## src/design/csf_pkg.sv

```systemverilog
// Shared types and constants for the outgoing-call sequencer.
`default_nettype none

package csf_pkg;

  localparam int SLOT_W      = 4;
  localparam int ELAPSED_W   = 17;
  localparam int BEEP_W      = 16;
  localparam int BLINK_W     = 10;
  localparam int CFG_IDX_W   = 3;
  localparam int CFG_DATA_W  = 16;
  localparam int SLOT_COUNT_DEFAULT = 16;

  localparam logic [15:0]        HOLD_TIME_RST    = 16'd25000;
  localparam logic [15:0]        BEEP_PERIOD_RST  = 16'd3000;
  localparam logic [BLINK_W-1:0] BLINK_PERIOD_RST = 10'd300;
  localparam logic [BLINK_W-1:0] BLINK_ON_RST     = 10'd100;

  localparam logic [ELAPSED_W-1:0] ELAPSED_MAX = '1;
  localparam logic [BEEP_W-1:0]    BEEP_MAX    = '1;

  typedef enum logic [2:0] {
    PH_IDLE    = 3'd0,
    PH_SEIZE   = 3'd1,
    PH_DIAL    = 3'd2,
    PH_HOLD    = 3'd3,
    PH_RELEASE = 3'd4
  } csf_phase_t;

  typedef enum logic {
    OP_TICK    = 1'b0,
    OP_REQUEST = 1'b1
  } csf_op_t;

  typedef enum logic [CFG_IDX_W-1:0] {
    CFG_HOLD_TIME    = 3'd0,
    CFG_BEEP_PERIOD  = 3'd1,
    CFG_BLINK_PERIOD = 3'd2,
    CFG_BLINK_ON     = 3'd3
  } csf_cfg_idx_t;

  typedef struct packed {
    logic              opcode;
    logic [SLOT_W-1:0] number_slot;
    logic              hook_stable_on;
    logic              hook_stable_off;
    logic              dialer_busy;
    logic              dialer_led;
  } csf_in_t;

  typedef struct packed {
    logic              hook_drive;
    logic              start_dial;
    logic [SLOT_W-1:0] dial_slot;
    logic              start_beep;
    logic              call_active;
    logic              led_level;
    logic              call_refused;
  } csf_out_t;

  typedef struct packed {
    logic [15:0]        hold_time_ms;
    logic [15:0]        beep_period_ms;
    logic [BLINK_W-1:0] blink_period_ms;
    logic [BLINK_W-1:0] blink_on_ms;
  } csf_cfg_t;

  typedef struct packed {
    csf_phase_t           phase;
    logic [ELAPSED_W-1:0] phase_elapsed;
    logic [BEEP_W-1:0]    beep_elapsed;
    logic [BLINK_W-1:0]   blink_pos;
    logic [SLOT_W-1:0]    pending_slot;
    logic                 hook_level;
  } csf_state_t;

endpackage

`default_nettype wire

```

## src/design/call_sequencer_fsm.sv

```systemverilog
// Top level of the outgoing-call sequencer: input register, state, result register.
//
//   channel | direction | handshake          | payload
//   in_     | input     | in_valid/in_stall  | in_word   (csf_in_t)
//   out_    | output    | out_valid/out_stall| out_word  (csf_out_t)
//   cfg_    | input     | cfg_valid/cfg_ready| cfg_index, cfg_data
//
// One word in per cycle while in_stall is low; each taken word passes through the input
// register, then through the state update into the result register.
// rst_n low puts the call in release phase with counters cleared and config at defaults.
// A stalled result holds; the input register still takes one more word behind it.
// cfg_ready is always high; one register write per cycle.
`default_nettype none

module call_sequencer_fsm #(
  parameter int SLOT_COUNT = csf_pkg::SLOT_COUNT_DEFAULT
) (
  input  wire                                clk,
  input  wire                                rst_n,
  input  wire                                in_valid,
  output logic                               in_stall,
  input  csf_pkg::csf_in_t                   in_word,
  output logic                               out_valid,
  input  wire                                out_stall,
  output csf_pkg::csf_out_t                  out_word,
  input  wire                                cfg_valid,
  output logic                               cfg_ready,
  input  wire  [csf_pkg::CFG_IDX_W-1:0]      cfg_index,
  input  wire  [csf_pkg::CFG_DATA_W-1:0]     cfg_data
);
  import csf_pkg::*;

  csf_cfg_t   cfg_r;
  csf_state_t state_r;
  csf_state_t state_nxt;
  csf_in_t    in_word_r;
  logic       in_valid_r;
  csf_out_t   out_word_r;
  csf_out_t   out_word_nxt;
  logic       out_valid_r;
  logic       advance;

  assign advance   = !out_valid_r || !out_stall;
  assign in_stall  = in_valid_r && !advance;
  assign out_valid = out_valid_r;
  assign out_word  = out_word_r;
  assign cfg_ready = 1'b1;

  csf_step #(
    .SLOT_COUNT(SLOT_COUNT)
  ) u_step (
    .state_cur(state_r),
    .cfg      (cfg_r),
    .word_in  (in_word_r),
    .state_nxt(state_nxt),
    .word_out (out_word_nxt)
  );

  always_ff @(posedge clk) begin
    if (!rst_n) begin
      cfg_r.hold_time_ms    <= HOLD_TIME_RST;
      cfg_r.beep_period_ms  <= BEEP_PERIOD_RST;
      cfg_r.blink_period_ms <= BLINK_PERIOD_RST;
      cfg_r.blink_on_ms     <= BLINK_ON_RST;
    end else if (cfg_valid && cfg_ready) begin
      unique case (cfg_index)
        CFG_HOLD_TIME:    cfg_r.hold_time_ms    <= cfg_data;
        CFG_BEEP_PERIOD:  cfg_r.beep_period_ms  <= cfg_data;
        CFG_BLINK_PERIOD: cfg_r.blink_period_ms <= cfg_data[BLINK_W-1:0];
        CFG_BLINK_ON:     cfg_r.blink_on_ms     <= cfg_data[BLINK_W-1:0];
        default: ;
      endcase
    end
  end

  always_ff @(posedge clk) begin
    if (!rst_n) begin
      state_r.phase         <= PH_RELEASE;
      state_r.phase_elapsed <= '0;
      state_r.beep_elapsed  <= '0;
      state_r.blink_pos     <= '0;
      state_r.pending_slot  <= '0;
      state_r.hook_level    <= 1'b0;
      in_valid_r            <= 1'b0;
      out_valid_r           <= 1'b0;
    end else begin
      if (!in_stall) begin
        in_valid_r <= in_valid;
      end
      if (advance) begin
        out_valid_r <= in_valid_r;
        // state moves only when a word passes into the result register
        if (in_valid_r) begin
          state_r <= state_nxt;
        end
      end
    end
  end

  always_ff @(posedge clk) begin
    if (in_valid && !in_stall) begin
      in_word_r <= in_word;
    end
    if (advance && in_valid_r) begin
      out_word_r <= out_word_nxt;
    end
  end

  a_dial_hooked: assert property (@(posedge clk) disable iff (!rst_n)
    out_valid_r && out_word_r.start_dial |-> out_word_r.hook_drive && out_word_r.call_active)
    else $error("start_dial without seized line");

  a_one_pulse: assert property (@(posedge clk) disable iff (!rst_n)
    out_valid_r |-> !(out_word_r.start_dial && out_word_r.start_beep)
                    && !(out_word_r.call_refused
                         && (out_word_r.start_dial || out_word_r.start_beep)))
    else $error("conflicting pulses in one result");

  a_dial_from_seize: assert property (@(posedge clk) disable iff (!rst_n)
    (state_r.phase == PH_DIAL) && ($past(state_r.phase) != PH_DIAL)
      |-> $past(state_r.phase) == PH_SEIZE)
    else $error("dial phase entered from a phase other than seize");

  a_state_hold: assert property (@(posedge clk) disable iff (!rst_n)
    !(advance && in_valid_r) |=> $stable(state_r))
    else $error("state changed with no word processed");

  a_stall_full: assert property (@(posedge clk) disable iff (!rst_n)
    in_stall |-> in_valid_r && out_valid_r && out_stall)
    else $error("input stalled with room to advance");

endmodule

`default_nettype wire

```

## src/design/csf_step.sv

```systemverilog
// Next-state and result logic for one word of the call sequencer.
`default_nettype none

module csf_step #(
  parameter int SLOT_COUNT = csf_pkg::SLOT_COUNT_DEFAULT
) (
  input  csf_pkg::csf_state_t state_cur,
  input  csf_pkg::csf_cfg_t   cfg,
  input  csf_pkg::csf_in_t    word_in,
  output csf_pkg::csf_state_t state_nxt,
  output csf_pkg::csf_out_t   word_out
);
  import csf_pkg::*;

  logic [BLINK_W:0] blink_inc;
  logic             slot_ok;

  assign slot_ok = (32'(word_in.number_slot) < SLOT_COUNT);

  always_comb begin
    state_nxt = state_cur;
    word_out  = '0;
    blink_inc = {1'b0, state_cur.blink_pos} + 1'b1;

    if (word_in.opcode == OP_REQUEST) begin
      if (state_cur.phase != PH_IDLE || !slot_ok) begin
        word_out.call_refused = 1'b1;
      end else begin
        state_nxt.pending_slot  = word_in.number_slot;
        state_nxt.phase         = PH_SEIZE;
        state_nxt.phase_elapsed = '0;
        state_nxt.beep_elapsed  = '0;
        state_nxt.blink_pos     = '0;
      end
    end else begin
      // advance counters first, then act on the phase
      if (state_cur.phase_elapsed != ELAPSED_MAX) begin
        state_nxt.phase_elapsed = state_cur.phase_elapsed + 1'b1;
      end
      if (state_cur.beep_elapsed != BEEP_MAX) begin
        state_nxt.beep_elapsed = state_cur.beep_elapsed + 1'b1;
      end
      state_nxt.blink_pos = (blink_inc >= {1'b0, cfg.blink_period_ms}) ? '0
                                                                        : blink_inc[BLINK_W-1:0];

      unique case (state_cur.phase)
        PH_IDLE: begin
          state_nxt.hook_level = 1'b0;
        end
        PH_SEIZE: begin
          state_nxt.hook_level = 1'b1;
          if (word_in.hook_stable_on) begin
            state_nxt.phase         = PH_DIAL;
            state_nxt.phase_elapsed = '0;
            state_nxt.beep_elapsed  = '0;
            state_nxt.blink_pos     = '0;
            word_out.start_dial     = 1'b1;
            word_out.dial_slot      = state_cur.pending_slot;
          end
        end
        PH_DIAL: begin
          if (!word_in.dialer_busy) begin
            state_nxt.phase         = PH_HOLD;
            state_nxt.phase_elapsed = '0;
            state_nxt.beep_elapsed  = '0;
            state_nxt.blink_pos     = '0;
          end
        end
        PH_HOLD: begin
          if (state_nxt.phase_elapsed > {1'b0, cfg.hold_time_ms}) begin
            state_nxt.phase         = PH_RELEASE;
            state_nxt.phase_elapsed = '0;
            state_nxt.beep_elapsed  = '0;
            state_nxt.blink_pos     = '0;
          end else if (state_nxt.beep_elapsed > cfg.beep_period_ms) begin
            state_nxt.beep_elapsed = '0;
            word_out.start_beep    = 1'b1;
          end
        end
        PH_RELEASE: begin
          state_nxt.hook_level = 1'b0;
          if (word_in.hook_stable_off) begin
            state_nxt.phase         = PH_IDLE;
            state_nxt.phase_elapsed = '0;
            state_nxt.beep_elapsed  = '0;
            state_nxt.blink_pos     = '0;
          end
        end
        default: begin
          // unused codes drop to idle, hook untouched
          state_nxt.phase         = PH_IDLE;
          state_nxt.phase_elapsed = '0;
          state_nxt.beep_elapsed  = '0;
          state_nxt.blink_pos     = '0;
        end
      endcase
    end

    word_out.hook_drive  = state_nxt.hook_level;
    word_out.call_active = (state_nxt.phase != PH_IDLE);
    case (state_nxt.phase)
      PH_SEIZE: word_out.led_level = 1'b1;
      PH_DIAL:  word_out.led_level = word_in.dialer_led;
      PH_HOLD:  word_out.led_level = (state_nxt.blink_pos < cfg.blink_on_ms);
      default:  word_out.led_level = 1'b0;
    endcase
  end

endmodule

`default_nettype wire
```

## config.mk

```make
export PLATFORM = sky130hd
export DESIGN_NAME = call_sequencer_fsm
export DESIGN_NICKNAME = d
export VERILOG_FILES = /design/src/design/csf_pkg.sv /design/src/design/call_sequencer_fsm.sv /design/src/design/csf_step.sv
export SDC_FILE = /design/constraint.sdc
export NUM_CORES = 1
export LEC_CHECK = 0
export ABC_AREA = 1
export ABC_CLOCK_PERIOD_IN_PS = 6600
export BUFFER_PORTS_ARGS = -buffer_cell sky130_fd_sc_hd__buf_2
export CAP_MARGIN = 20
export CORE_MARGIN = 2
export CORE_UTILIZATION = 68
export CTS_BUF_LIST = sky130_fd_sc_hd__clkbuf_2 sky130_fd_sc_hd__clkbuf_4 sky130_fd_sc_hd__clkbuf_8
export CTS_CLUSTER_DIAMETER = 30
export DETAILED_ROUTE_END_ITERATION = 10
export HOLD_SLACK_MARGIN = 0.05
export PLACE_DENSITY = 0.88
export SLEW_MARGIN = 20
export SYNTH_ARGS = -nofsm -noshare
export SYNTH_HDL_FRONTEND = slang
export SYNTH_SLANG_ARGS = --single-unit
```

## constraint.sdc

```tcl
create_clock -name clk -period 6.6 [get_ports clk]
set_input_delay 1.32 -clock clk [delete_from_list [all_inputs] [get_ports clk]]
set_output_delay 1.32 -clock clk [all_outputs]
set_load 0.01 [all_outputs]
```

==> out/metrics.cfg <==
[final_layout]
drive_above_1_share_pct=12.6
fin_area_sq_mm=0.00757
fin_nets=1044
nFillCells=740
area_delta_synth_final_pct=10.6
seq_area_sq_mm=0.00267
num_antenna_cells=0
multiInputGateArea_sq_mm=0.00352

[timing]
final_hold_viol_count=0
timing.fmax_ghz=0.213
tightest_slew_ps=859
fin_crit_ps=4710
finClkSkew_ps=11.7
setup_viol=0
fin_crit_sh_pct=71.3
slew_viol_final=0
finalSetupTns_ps=0
rsz0062_at_grt=false
slew_headroom_pct=42.8

[clocking]
cts_sinks=124
cts_buffers=17
clkLatencyLatePin_ps=450
cts_root_buf=clkbuf_8
post-cts-setup-buffer-count=0
cts_tree=built
clkTransAtPathRegs_ps=70
htree_levels=4
cts_resized=0
clock_path_buffers=2
cts_hold_buffers=0

[synthesis]
ys_types=43
synth.most_common_cell=nand2_1
synth_edf_count=19
seq_area_frac_synth_pct=39.0
synth_common_cells=nand2_1 (182), inv_1 (137), dfxtp_1 (105)
synth_area_per_cell_sq_um=7.48
ys_ff_latch=124
synth_top_area_share_pct=30.7
async_reset_ff_share_pct=0
yosys.area.top_type=dfxtp_1
yosysWarnings=0
ys_top_cells_by_area=dfxtp_1 (31%), nand2_1 (10%), ha_1 (9.9%), edfxtp_1 (8.3%), inv_1 (7.5%)
netlist_area_sq_mm=0.00685
ys.flop_type=dfxtp_1
syn_nets=1003
syn_inst=916

[global_route]
grt_pass1_vias=5737
grt_use_total_pct=30.5
grt_pass1_wl_microns=26800
antenna_found_initial=0
grt_max_degree=56
gr-total-overflow=0

[pwr]
vdd_drop_max_mv=0.167
total_power_mw=1.62
power_density_mw_per_mm2=214
p_leak_nw=3.30

[detailed_routing]
drt_first_pass_iters=5
route.detailed.vias_per_inst=5.54
wl_met2_microns=7290
top_layer=met4
wl_met3_microns=913
met1_length_microns=7130
dr.first_iter.drc_count=424
wirelength_microns=15600
drt-wirelength-per-cell_microns=14.2
vias=6114
ant_nets=0
route.detailed.drc=0

[critical_path]
crit_arrival_ps=5020
r2r_slack_ps=1890
cp_max_fo=9
cp_common_cell=nand2_1
r2r-end=out_word[1]$_DFFE_PP_
cpMaxStageDelayCell=dfxtp_1
crit_path_start_kind=flip-flop
critPathMaxStageDelay_ps=350
reg2regPathDepth=34
path_class=reg2reg
endpoint_kind=flip-flop
required_ps=6910
reg2reg_from=state_r[31]$_SDFFE_PN0P_

[min_path]
whs_path_depth=2
hold_path.class=reg2reg
worstHoldEndpoint=state_r[1]$_SDFFE_PN0P_
hp-start=state_r[1]$_SDFFE_PN0P_

[die]
die_w_microns=104
fp-row-count=36
dieArea_sq_mm=0.0109
start_util_pct=70.1
die_h_microns=104
io-pin-count=46
core_area_sq_mm=0.00977

[job]
maxCapViolCount=0

[placement]
port_buffers=44
gp_congestion=0.930
place_area_sq_mm=0.00715
hpwlAfterDp_microns=11100

[outcome]
status=complete, no violations

[how the worst max path moves through the flow]
stage | start | end | slack, ps | depth (start not counted)
after floorplan | state_r[31]$_SDFFE_PN0P_ | out_word[1]$_DFFE_PP_ | 2570 | 32
after global placement | state_r[31]$_SDFFE_PN0P_ | out_word[1]$_DFFE_PP_ | 2210 | 32
after detailed placement | state_r[31]$_SDFFE_PN0P_ | out_word[1]$_DFFE_PP_ | 2050 | 34
after CTS | state_r[31]$_SDFFE_PN0P_ | out_word[1]$_DFFE_PP_ | 1970 | 34
after global routing | state_r[31]$_SDFFE_PN0P_ | out_word[1]$_DFFE_PP_ | 1380 | 34
final | state_r[31]$_SDFFE_PN0P_ | out_word[1]$_DFFE_PP_ | 1890 | 34
[layout by cell type (no fill, tap or decap), types with 4 or more instances in the layout]
master    instances
buf_2            44
nor2_1           72
a21oi_1          98
a211oi_1          5
buf_4             4
nand4_1          16
o21ai_0          59
nand2_2          15
dfxtp_1         105
o211ai_1         19
ha_1             54
nor2_2            4
nand2_1         182
xnor2_1           9
a21oi_2          10
edfxtp_1         19
inv_1           137
inv_2             5
clkbuf_8         19
clkinv_2          4
nor3_1           17
nand3_1          21
xor2_1           16
[through the flow]
step                      worst slack (ps)  hold slack, ps  cells  utilization (%)
final                                 1890             466   1103             77.5
after global routing                  1380             482   1103             77.5
after CTS                             1970             460   1103             77.5
after detailed placement              2050             450   1071             73.2
after global placement                2210             441   1071             73.2
after floorplan                       2570             430    916                -
[registers in the layout, summed over array words and instances (netlist names)]
name,count
in_word_r,9
out_valid,1
in_valid_r,1
cfg_r,52
out_word,10
state_r,51
[cell families (layout without fill, tap and decap cells)]
family          count (synthesis)  in the layout  share of synthesized area, %
xor+xnor                       25             25                          3.20
fa+ha+maj                      54             54                          9.87
flops                         124            124                          39.0
simple gates                  335            335                          20.9
other cells                     1              1                        0.0548
compound gates                207            207                          17.4
buf+inv                       170            224                          9.54
[area by class of cell]
cell class                 count  area share [%]
sequential                   124            35.3
clock inverter                11            1.88
timing repair buffer          48            3.31
multi-input combinational    622            46.5
clock buffer                  21            3.65
tap                          133            2.20
inverter                     144            7.14
[power by group]
group	switching [mW]	leakage (nW)	internal, mW
Sequential	0.00946	1.03	0.788
Clock	0.305	0.212	0.400
Combinational	0.0827	2.05	0.0359
[metal layers]
layer | track usage [%] | vias up
li1 | - | 3078
met3 | 6.89 | 30
met1 | 40.6 | 2829
met5 | 0 | -
met2 | 48.5 | 177
met4 | 11.7 | 0
[worst max-delay path, delay by kind of cell (launching register included)]
| family | cells | cell delay [ps] |
|---|---|---|
| and+or+nand+nor | 23 | 2210 |
| xor gates and xnor gates | 1 | 200 |
| AOI/OAI and AO/OA | 6 | 980 |
| adders and majority gates | 3 | 770 |
| DFF | 1 | 350 |
| buffers and inverters | 1 | 60 |
Note: power is estimated with default switching activity, not from simulation.
